File: src/hw/rtl/obrb_pkg.sv
package obrb_pkg;

    // Default number of byte slots in the store
    localparam int STORE_DEPTH_DEF = 4096;
    // Size register value after reset, before clamping to the store depth
    localparam int SIZE_RST_DEF    = 4096;

    localparam int OPC_W  = 3;
    localparam int BYTE_W = 8;
    localparam int POS_W  = 12;
    localparam int CNT_W  = 13;
    localparam int CNT_MAX = (1 << CNT_W) - 1;

    localparam logic [OPC_W-1:0] OP_WRITE   = 3'd0;
    localparam logic [OPC_W-1:0] OP_READ    = 3'd1;
    localparam logic [OPC_W-1:0] OP_PEEK    = 3'd2;
    localparam logic [OPC_W-1:0] OP_DISCARD = 3'd3;
    localparam logic [OPC_W-1:0] OP_CLEAR   = 3'd4;

    typedef struct packed {
        logic [OPC_W-1:0]  opcode;
        logic [BYTE_W-1:0] data_byte;
        logic [POS_W-1:0]  position;
        logic [CNT_W-1:0]  amount;
    } t_obrb_in;

    typedef struct packed {
        logic [BYTE_W-1:0] read_data;
        logic              data_valid;
        logic [CNT_W-1:0]  amount_done;
        logic              overwrote;
        logic [CNT_W-1:0]  occupancy;
    } t_obrb_out;

    // Commands from the controller to the datapath
    typedef struct packed {
        logic load;
        logic exec;
        logic resp;
    } t_obrb_cmd;

endpackage

File: src/hw/rtl/obrb_dpath.sv
module obrb_dpath #(
    parameter int STORE_DEPTH = obrb_pkg::STORE_DEPTH_DEF,
    parameter int ADDR_W      = $clog2(STORE_DEPTH)
) (
    input  logic                          i_clk,
    input  logic                          i_rst_n,
    input  obrb_pkg::t_obrb_cmd           i_cmd,
    input  obrb_pkg::t_obrb_in            i_item,
    input  logic                          i_cfg_we,
    input  logic [obrb_pkg::CNT_W-1:0]    i_cfg_wdata,
    output logic                          o_ram_we,
    output logic [ADDR_W-1:0]             o_ram_addr,
    output logic [obrb_pkg::BYTE_W-1:0]   o_ram_wdata,
    input  logic [obrb_pkg::BYTE_W-1:0]   i_ram_rdata,
    output obrb_pkg::t_obrb_out           o_result
);

    import obrb_pkg::*;

    // Positions stay below the size, which the 13-bit register caps
    localparam int EFF_DEPTH = (STORE_DEPTH < CNT_MAX) ? STORE_DEPTH : CNT_MAX;
    localparam int PW        = $clog2(EFF_DEPTH);
    localparam int RST_SIZE  = (SIZE_RST_DEF > STORE_DEPTH) ? STORE_DEPTH : SIZE_RST_DEF;

    t_obrb_in          r_item;
    logic [CNT_W-1:0]  r_size;
    logic [PW-1:0]     r_oldest;
    logic [PW-1:0]     r_newest;
    logic [CNT_W-1:0]  r_count;

    logic              r_valid;
    logic [CNT_W-1:0]  r_done;
    logic              r_over;
    logic [CNT_W-1:0]  r_occ;

    logic [CNT_W-1:0]  cfg_size;
    logic [CNT_W-1:0]  disc_n;
    logic [CNT_W-1:0]  step;
    logic [CNT_W:0]    old_sum;
    logic [CNT_W:0]    old_wrap;
    logic [CNT_W:0]    new_sum;
    logic [CNT_W:0]    new_wrap;
    logic [PW-1:0]     old_adv;
    logic [PW-1:0]     new_adv;

    logic [PW-1:0]     n_oldest;
    logic [PW-1:0]     n_newest;
    logic [CNT_W-1:0]  n_count;
    logic [PW-1:0]     acc_ptr;
    logic              acc_we;
    logic              n_valid;
    logic [CNT_W-1:0]  n_done;
    logic              n_over;

    // Clamp a written size into 1..STORE_DEPTH
    always_comb begin
        cfg_size = i_cfg_wdata;
        if (i_cfg_wdata == '0) begin
            cfg_size = CNT_W'(1);
        end else if (32'(i_cfg_wdata) > STORE_DEPTH) begin
            cfg_size = CNT_W'(STORE_DEPTH);
        end
    end

    assign disc_n = (r_item.amount < r_count) ? r_item.amount : r_count;

    always_comb begin
        unique case (r_item.opcode)
            OP_PEEK:    step = {1'b0, r_item.position};
            OP_DISCARD: step = disc_n;
            default:    step = CNT_W'(1);
        endcase
    end

    // Step stays within the count wherever the advanced position is used, so one subtract wraps the sum
    assign old_sum  = (CNT_W+1)'(r_oldest) + {1'b0, step};
    assign old_wrap = (old_sum >= {1'b0, r_size}) ? old_sum - {1'b0, r_size} : old_sum;
    assign old_adv  = PW'(old_wrap);
    assign new_sum  = (CNT_W+1)'(r_newest) + (CNT_W+1)'(1);
    assign new_wrap = (new_sum >= {1'b0, r_size}) ? new_sum - {1'b0, r_size} : new_sum;
    assign new_adv  = PW'(new_wrap);

    always_comb begin
        n_oldest = r_oldest;
        n_newest = r_newest;
        n_count  = r_count;
        acc_ptr  = r_oldest;
        acc_we   = 1'b0;
        n_valid  = 1'b0;
        n_done   = '0;
        n_over   = 1'b0;
        unique case (r_item.opcode)
            OP_WRITE: begin
                acc_we = 1'b1;
                n_done = CNT_W'(1);
                if (r_count == '0) begin
                    // restart at slot zero
                    n_oldest = '0;
                    n_newest = '0;
                    n_count  = CNT_W'(1);
                    acc_ptr  = '0;
                end else if (r_count < r_size) begin
                    n_newest = new_adv;
                    n_count  = r_count + CNT_W'(1);
                    acc_ptr  = new_adv;
                end else begin
                    // full: drop the oldest byte
                    n_oldest = old_adv;
                    n_newest = new_adv;
                    n_over   = 1'b1;
                    acc_ptr  = new_adv;
                end
            end
            OP_READ: begin
                if (r_count != '0) begin
                    n_valid  = 1'b1;
                    n_done   = CNT_W'(1);
                    n_oldest = old_adv;
                    n_count  = r_count - CNT_W'(1);
                end
            end
            OP_PEEK: begin
                acc_ptr = old_adv;
                if ({1'b0, r_item.position} < r_count) begin
                    n_valid = 1'b1;
                    n_done  = CNT_W'(1);
                end
            end
            OP_DISCARD: begin
                n_oldest = old_adv;
                n_count  = r_count - disc_n;
                n_done   = disc_n;
            end
            OP_CLEAR: begin
                n_count = '0;
            end
            default: begin
            end
        endcase
    end

    always_ff @(posedge i_clk) begin
        if (!i_rst_n) begin
            r_size   <= CNT_W'(RST_SIZE);
            r_oldest <= '0;
            r_newest <= '0;
            r_count  <= '0;
        end else if (i_cfg_we) begin
            r_size   <= cfg_size;
            r_oldest <= '0;
            r_newest <= '0;
            r_count  <= '0;
        end else if (i_cmd.exec) begin
            r_oldest <= n_oldest;
            r_newest <= n_newest;
            r_count  <= n_count;
        end
    end

    always_ff @(posedge i_clk) begin
        if (i_cmd.load) begin
            r_item <= i_item;
        end
        if (i_cmd.exec) begin
            r_valid <= n_valid;
            r_done  <= n_done;
            r_over  <= n_over;
            r_occ   <= n_count;
        end
    end

    assign o_ram_we    = i_cmd.exec && acc_we;
    assign o_ram_addr  = ADDR_W'(acc_ptr);
    assign o_ram_wdata = r_item.data_byte;

    always_comb begin
        o_result.read_data   = r_valid ? i_ram_rdata : '0;
        o_result.data_valid  = r_valid;
        o_result.amount_done = r_done;
        o_result.overwrote   = r_over;
        o_result.occupancy   = r_occ;
    end

endmodule

File: config.mk
export PLATFORM = sky130hd
export DESIGN_NAME = obrb_dpath
export DESIGN_NICKNAME = d
export VERILOG_FILES = /design/src/hw/rtl/obrb_pkg.sv /design/src/hw/rtl/obrb_dpath.sv
export SDC_FILE = /design/constraint.sdc
export NUM_CORES = 1
export LEC_CHECK = 0
export ABC_AREA = 1
export BUFFER_PORTS_ARGS = -buffer_cell sky130_fd_sc_hd__buf_2
export CORE_MARGIN = 8
export CORE_UTILIZATION = 55
export CTS_BUF_LIST = sky130_fd_sc_hd__clkbuf_2 sky130_fd_sc_hd__clkbuf_4 sky130_fd_sc_hd__clkbuf_8
export DETAILED_ROUTE_END_ITERATION = 6
export GPL_TIMING_DRIVEN = 0
export PLACE_DENSITY = 0.79
export SYNTH_ARGS = -nofsm -noshare
export SYNTH_HDL_FRONTEND = slang
export SYNTH_SLANG_ARGS = --single-unit
File: constraint.sdc
create_clock -name i_clk -period 5 [get_ports i_clk]
set_input_delay 1 -clock i_clk [delete_from_list [all_inputs] [get_ports i_clk]]
set_output_delay 1 -clock i_clk [all_outputs]
set_load 0.05 [all_outputs]
==> summary.txt, run 1 <==
Run status = finished with violations
Failing checks = DRC, setup timing
Worst r2r path cells = 44
Hold EP = r_oldest[11]
Die W = 147.9 µm
Chip height = 147.9 µm
CP Max Fanout = 9
Minimum clock period = 6.733 ns
Critical hold path startpoint = r_oldest[11]
Max-cap violations = 0
Max-slew headroom = 38.53%
Largest net degree at the start of global routing = 37
Static Leak = 6.060 nW
Peak supply drop = 0.4005 mV
Final instance area = 13020 µm²
# hold bufs at CTS = 0
Worst-Skew Late Latency = 0.47 ns
Clk buf depth = 2
CP Launch Point = r_count[10]
Critical Path AT = 5.73 ns
Mapped Area = 9570 µm²
Reg2reg start = r_count[10]
Worst Hold Path Cells = 2
Via Count = 11201
Routability congestion estimate = 0.9739
Router iterations before antenna repair = 7
Slowest CP cell = dfxtp_4
DP HPWL = 24.22 mm
CTS tree = yes
Unique masters post-synth = 52
Ys flop type = edfxtp_1
IO Port Bufs = 118
Pre-CTS setup slack = -1.587 ns
Post-synth EDFFs = 64
NumNets Final = 1697
H-tree levels = 4
CTS buffer count = 17
Seq/Total Area, Yosys = 30.54%
Seq cells post-synth = 114
Area Overhead vs Synth = 36.02%
Net Count, Synth = 1468
DR WL/cell = 21.98 µm
RSZ-0062 raised after global routing = yes
Final period util = 134.7%
Fraction of registers with async set/reset = 0%
Setup violators final = 24
CTS clock-pin slew for the worst setup and hold paths = 0.07 ns
Cell Pwr Density = 280.9 nW/µm²
Total grt overflow = 0
Critical Path RT = 4.00 ns
Final hold vios = 0
Max Clk Rate = 0.1485 GHz
Slew Limit Fails = 0
Total Routing Usage GR = 31.45%
Core Util, Final = 75.79%
Vias/cell = 6.293
Post-Syn Area per Cell = 7.289 µm²
Setup crit end kind = output pin
Number of global-route vias before repair = 10138
Worst hold slack = 0.5148 ns
# IOs = 120
Setup slack, reg-to-reg = -1.33 ns
Worst R2R End = r_oldest[5]
Mapped Cells = 1313
Worst setup SP type = register
Post-DRT Antenna Nets = 0
Fill cells = 1180
Clk sink count = 114
Core ar. = 17180 µm²
Layout Skew = 0.01430 ns
Starting DRT DRC Count = 1559
Antenna violations before repair = 0
Antenna Cells = 0
Hold Path Class = register to register
Crit path setup slack, layout = -1.733 ns
WL final = 39.13 mm
Die area = 21880 µm²
Row cnt = 48
Layout cell share with drive strength beyond 1 = 32.67%
Slew at the pin closest to its max-slew limit = 0.9124 ns
First-pass GRT wire length = 53.89 mm
Most common cell on crit path = nand2_1
Slowest stage delay, CP = 0.37 ns
Placement Cell Area = 10920 µm²
Root buffer cell = clkbuf_8
DRC Markers = 11
Yosys warns = 0
WS Path Type = register to output pin
Starting Density = 55.72%
[worst max path at each step]
stage	cells past startpoint	slack, ns	to
6_report	34	-1.73	o_ram_addr[1]
5_1_grt	34	-1.85	o_ram_addr[2]
4_1_cts	36	-1.04	o_ram_addr[4]
3_5_place_dp	35	-1.59	o_ram_addr[4]
3_3_place_gp	34	-1.55	o_ram_addr[4]
2_1_floorplan	36	-0.17	o_ram_addr[6]
[worst max-delay path: cells and delay by family (launching register included)]
| family | cells | cell delay (ns) |
|---|---|---|
| AOI/OAI and AO/OA | 4 | 0.83 |
| and+or+nand+nor | 19 | 1.96 |
| xor gates and xnor gates | 1 | 0.30 |
| DFF | 1 | 0.37 |
| adders and majority gates | 3 | 0.86 |
| buffers and inverters | 7 | 0.92 |
[where the power goes]
part           internal (mW)  leakage, nW  switching (mW)
Clock                  0.555        0.217           0.446
Sequential              1.05         1.05          0.0431
Combinational          0.560         4.79            1.00
[area by class of cell]
type,count,area (µm²),share of cell area [%]
inverters,166,700.7,5.383
well taps,225,281.5,2.163
clock buffers,18,241.5,1.855
repair buffers,216,1526,11.73
plain buffers,47,316.6,2.432
multi-input cells,980,6780,52.09
clock inverters,14,205.2,1.576
flip-flops and latches,114,2965,22.78
[kinds of logic after synthesis]
group | count (synthesis) | synth area share, %
buffers and inverters | 220 | 9.805
and+or+nand+nor | 611 | 29.79
xor gates and xnor gates | 42 | 3.844
adders and majority gates | 92 | 12.34
AOI/OAI and AO/OA | 234 | 13.67
DFF | 114 | 30.54
[synth_stat cells, types with 8 or more instances]
cell | number | area share [%]
a21oi_1 | 85 | 4.4
buf_4 | 19 | 1.5
a21oi_2 | 10 | 0.92
o211ai_1 | 10 | 0.78
nor3_1 | 17 | 0.89
inv_2 | 12 | 0.47
nor2_4 | 8 | 0.94
dfxtp_1 | 50 | 10
nor4_1 | 9 | 0.59
nand3_1 | 102 | 5.3
inv_1 | 152 | 6.0
xnor2_1 | 15 | 1.4
buf_2 | 9 | 0.47
nand3_2 | 13 | 1.4
edfxtp_1 | 64 | 20
nand4_1 | 44 | 2.9
xor2_1 | 27 | 2.5
nor2_1 | 86 | 3.4
o21ai_0 | 101 | 5.3
nand2_1 | 303 | 12
ha_1 | 88 | 12
clkbuf_1 | 20 | 0.78
[registers in the layout, indices dropped and copies added (netlist names)]
name,count
r_over,1
r_valid,1
r_size,13
o_ram_wdata,8
r_oldest,12
r_newest,12
r_count,13
r_item,28
r_occ,13
r_done,13
[what timing repair did]
action | in CTS | in global routing
resized for setup | 174 | 64
endpoints found under the setup margin | 24 | 24
cloned | 4 | 1
setup buffers | 64 | 30
pin swaps | 40 | 53
[routing by layer]
metal	vias to the layer above	GRT usage [%]	routed length [µm]	share of wire [%]
li1	4898	-	-	-
met1	5054	38.61	14070	36
met3	299	7.979	5138	13
met5	-	0	0	0
met2	950	50.25	17050	44
met4	0	16.11	2876	7.4
[cells in the final DEF, fill, tap and decap left out, types with 7 or more instances in the layout]
cell        n
nand2_1   262
inv_1     137
buf_2     111
buf_4      98
o21ai_0    78
nor2_1     76
nand3_1    75
a21oi_1    74
ha_1       66
edfxtp_1   64
nand4_1    44
dfxtp_1    38
nand2_2    25
nand3_2    25
xor2_1     23
ha_4       21
a21oi_2    19
nand2_4    19
clkbuf_8   18
nor3_1     17
nand3_4    17
clkbuf_1   16
inv_2      15
buf_6      15
nor2_4     13
buf_8      13
xnor2_1    12
o21ai_4    12
dfxtp_4    11
o211ai_1   10
nor4_1      9
o21ai_1     9
nor2_2      8
clkinv_4    7
[through the flow]
| step | instances | power (mW) | TNS (ns) |
|---|---|---|---|
| 5_1_grt | 1780 | 3.782 | -26.88 |
| 6_report | 1780 | 3.657 | -24.61 |
| 2_1_floorplan | 1313 | 1.971 | -1.681 |
| 3_5_place_dp | 1656 | 2.262 | -23.02 |
| 4_1_cts | 1751 | 3.450 | -12.91 |
| 3_3_place_gp | 1656 | 2.242 | -21.88 |
No activity file was read; power rests on OpenSTA's default activity.
==> run 2, diff against run 1 <==
==> constraint.sdc (replaced) <==
create_clock -name i_clk -period 5 [get_ports i_clk]
set_input_delay 0.75 -clock i_clk [delete_from_list [all_inputs] [get_ports i_clk]]
set_output_delay 0.75 -clock i_clk [all_outputs]
set_load 0.05 [all_outputs]
==> summary.txt, run 2 (synthesis results as in run 1) <==
Area Overhead vs Synth = 37.83%
Post-DRT Antenna Nets = 0 (unchanged)
Setup crit end kind = output pin
CTS clock-pin slew for the worst setup and hold paths = 0.08 ns (about the same)
Layout cell share with drive strength beyond 1 = 33.71% (+1.0 points)
IO Port Bufs = 118 (unchanged)
Die W = 147.9 µm (unchanged)
Slew at the pin closest to its max-slew limit = 0.7555 ns (-0.1569 ns)
Worst setup SP type = register
DR WL/cell = 20.50 µm (-6.7%)
Max-slew headroom = 49.63% (+11 points)
Setup_tns = -14.71 ns (+9.904 ns)
CTS buffer count = 17 (unchanged)
Worst-Skew Late Latency = 0.47 ns (about the same)
Antenna violations before repair = 0 (unchanged)
Minimum clock period = 6.183 ns (-0.5501 ns)
Met1 Use GR = 38.78% (+0.17 points)
Row cnt = 48 (unchanged)
Final hold vios = 0 (unchanged)
DP HPWL = 23.21 mm (-4.1%)
First-pass GRT wire length = 53.93 mm (about the same)
Routability congestion estimate = 0.9963 (+2.3%)
Largest delay contributor family on the critical path = simple AND/OR/NAND/NOR gates
Final non-filler cell total = 1806 (+1.5%)
# hold bufs at CTS = 0 (unchanged)
Most Used Layer, Global Route = met2
Layout Skew = 0.01697 ns (+0.002666 ns)
Die area = 21880 µm² (unchanged)
Total Routing Usage GR = 31.18% (-0.27 points)
Clk buf depth = 2 (unchanged)
Number of global-route vias before repair = 10231 (+0.92%)
Slowest CP cell = edfxtp_1
Router iterations before antenna repair = 6 (-1)
Run status = finished with violations
Max-cap violations = 0 (unchanged)
CP Launch Point = r_item[11]
Largest net degree at the start of global routing = 37 (unchanged)
RSZ-0062 raised after global routing = yes
Core Util, Final = 76.80% (+1.0 points)
Chip height = 147.9 µm (unchanged)
Vias/cell = 6.136 (-2.5%)
Core ar. = 17180 µm² (unchanged)
Crit path setup slack, layout = -1.183 ns (+0.5500 ns)
Met2 Use GR = 48.00% (-2.2 points)
Static Leak = 6.206 nW (+2.4%)
Hold Path Class = primary input to register
Peak supply drop = 0.2996 mV (-25%)
Root buffer cell = clkbuf_8
Reg2reg start = r_item[11]
NumNets Final = 1723 (+1.5%)
WL final = 37.02 mm (-5.4%)
H-tree levels = 4 (unchanged)
Via Count = 11082 (-1.1%)
Final period util = 123.7% (-11 points)
CP Max Fanout = 7 (-2)
Most frequent cells in the layout = nand2_1, inv_1, buf_4, buf_2
Clk sink count = 114 (unchanged)
DRC Markers = 0 (-11)
WS Path Type = register to output pin
Starting DRT DRC Count = 1555 (-0.26%)
Slowest stage delay, CP = 0.47 ns (+0.10 ns)
CTS tree = yes
Antenna Cells = 0 (unchanged)
Starting Density = 55.72% (unchanged)
Grt met3 use = 9.110% (+1.1 points)
Max Clk Rate = 0.1617 GHz (+8.9%)
Total grt overflow = 0 (unchanged)
Worst hold slack = 0.4490 ns (-0.06576 ns)
Failing checks = setup timing
Placed cell count = 1656 (unchanged)
CP bufs+invs = 4 (-3)
Fill cells = 1159 (-1.8%)
Slew Limit Fails = 0 (unchanged)
# IOs = 120 (unchanged)
Critical Path AT = 5.43 ns (-0.30 ns)
Cell Pwr Density = 272.5 nW/µm² (-3.0%)
Setup slack, reg-to-reg = -0.88 ns (+0.45 ns)
Max FFs per register = 28 (unchanged)
Pre-CTS setup slack = -1.325 ns (+0.2614 ns)
Setup violators final = 15 (-38%)
Most common cell after layout, fill and taps aside = nand2_1
Largest Register = r_item
Critical hold path startpoint = i_item[30]
Critical Path RT = 4.25 ns (+0.25 ns)
Most common cell on crit path = nand2_4
-- run 2: final cells by class --
class	count	area (µm²)	area share, %
Tap cell	225	281.5	2.134
Inverter	166	690.7	5.236
Sequential cell	114	2965	22.48
Buffer	48	337.8	2.561
Timing Repair Buffer	242	1743	13.21
Multi-Input combinational cell	979	6745	51.13
Clock inverter	12	165.2	1.252
Clock buffer	20	262.8	1.992
-- run 2: report_power, final --
| part | switching, mW | internal, mW |
|---|---|---|
| sequential | 0.0380 | 1.05 |
| clock | 0.416 | 0.561 |
| combinational | 0.977 | 0.550 |
| total | 1.43 | 2.16 |
-- run 2: repair_timing --
item,in CTS,in global routing
buffers inserted,95,27
gates resized for setup,209,58
endpoints found under the setup margin,24,24
pin swaps,57,45
gates cloned,3,1
-- run 2: worst register-to-register path, delay by kind of cell, from the launching register on --
family | cells | cell delay, ns
buffers and inverters | 33 | 3.98
and+or+nand+nor | 9 | 0.86
DFF | 1 | 0.47
adders and majority gates | 1 | 0.32
AOI/OAI and AO/OA | 1 | 0.07
-- run 2: final timing paths --
check	endpoint	depth (start not counted)
setup / recovery	o_ram_addr[9]	35
hold / removal	o_ram_wdata[5]	1
setup reg to reg	r_done[0]	44
hold reg to reg	r_oldest[7]	2
-- run 2: routing by layer --
metal | wire, µm | vias up
li1 | - | 4934
met1 | 14060 | 5048
met2 | 15960 | 879
met3 | 4600 | 221
met4 | 2407 | 0
met5 | 0 | -
-- run 2: stage by stage --
| step | total power [mW] | area (µm²) |
|---|---|---|
| finish | 3.595 | 13190 |
| floorplan | 1.945 | 9868 |
| global placement | 2.211 | 10740 |
| global route | 3.738 | 13190 |
| CTS | 3.395 | 12660 |
| detailed placement | 2.229 | 10740 |
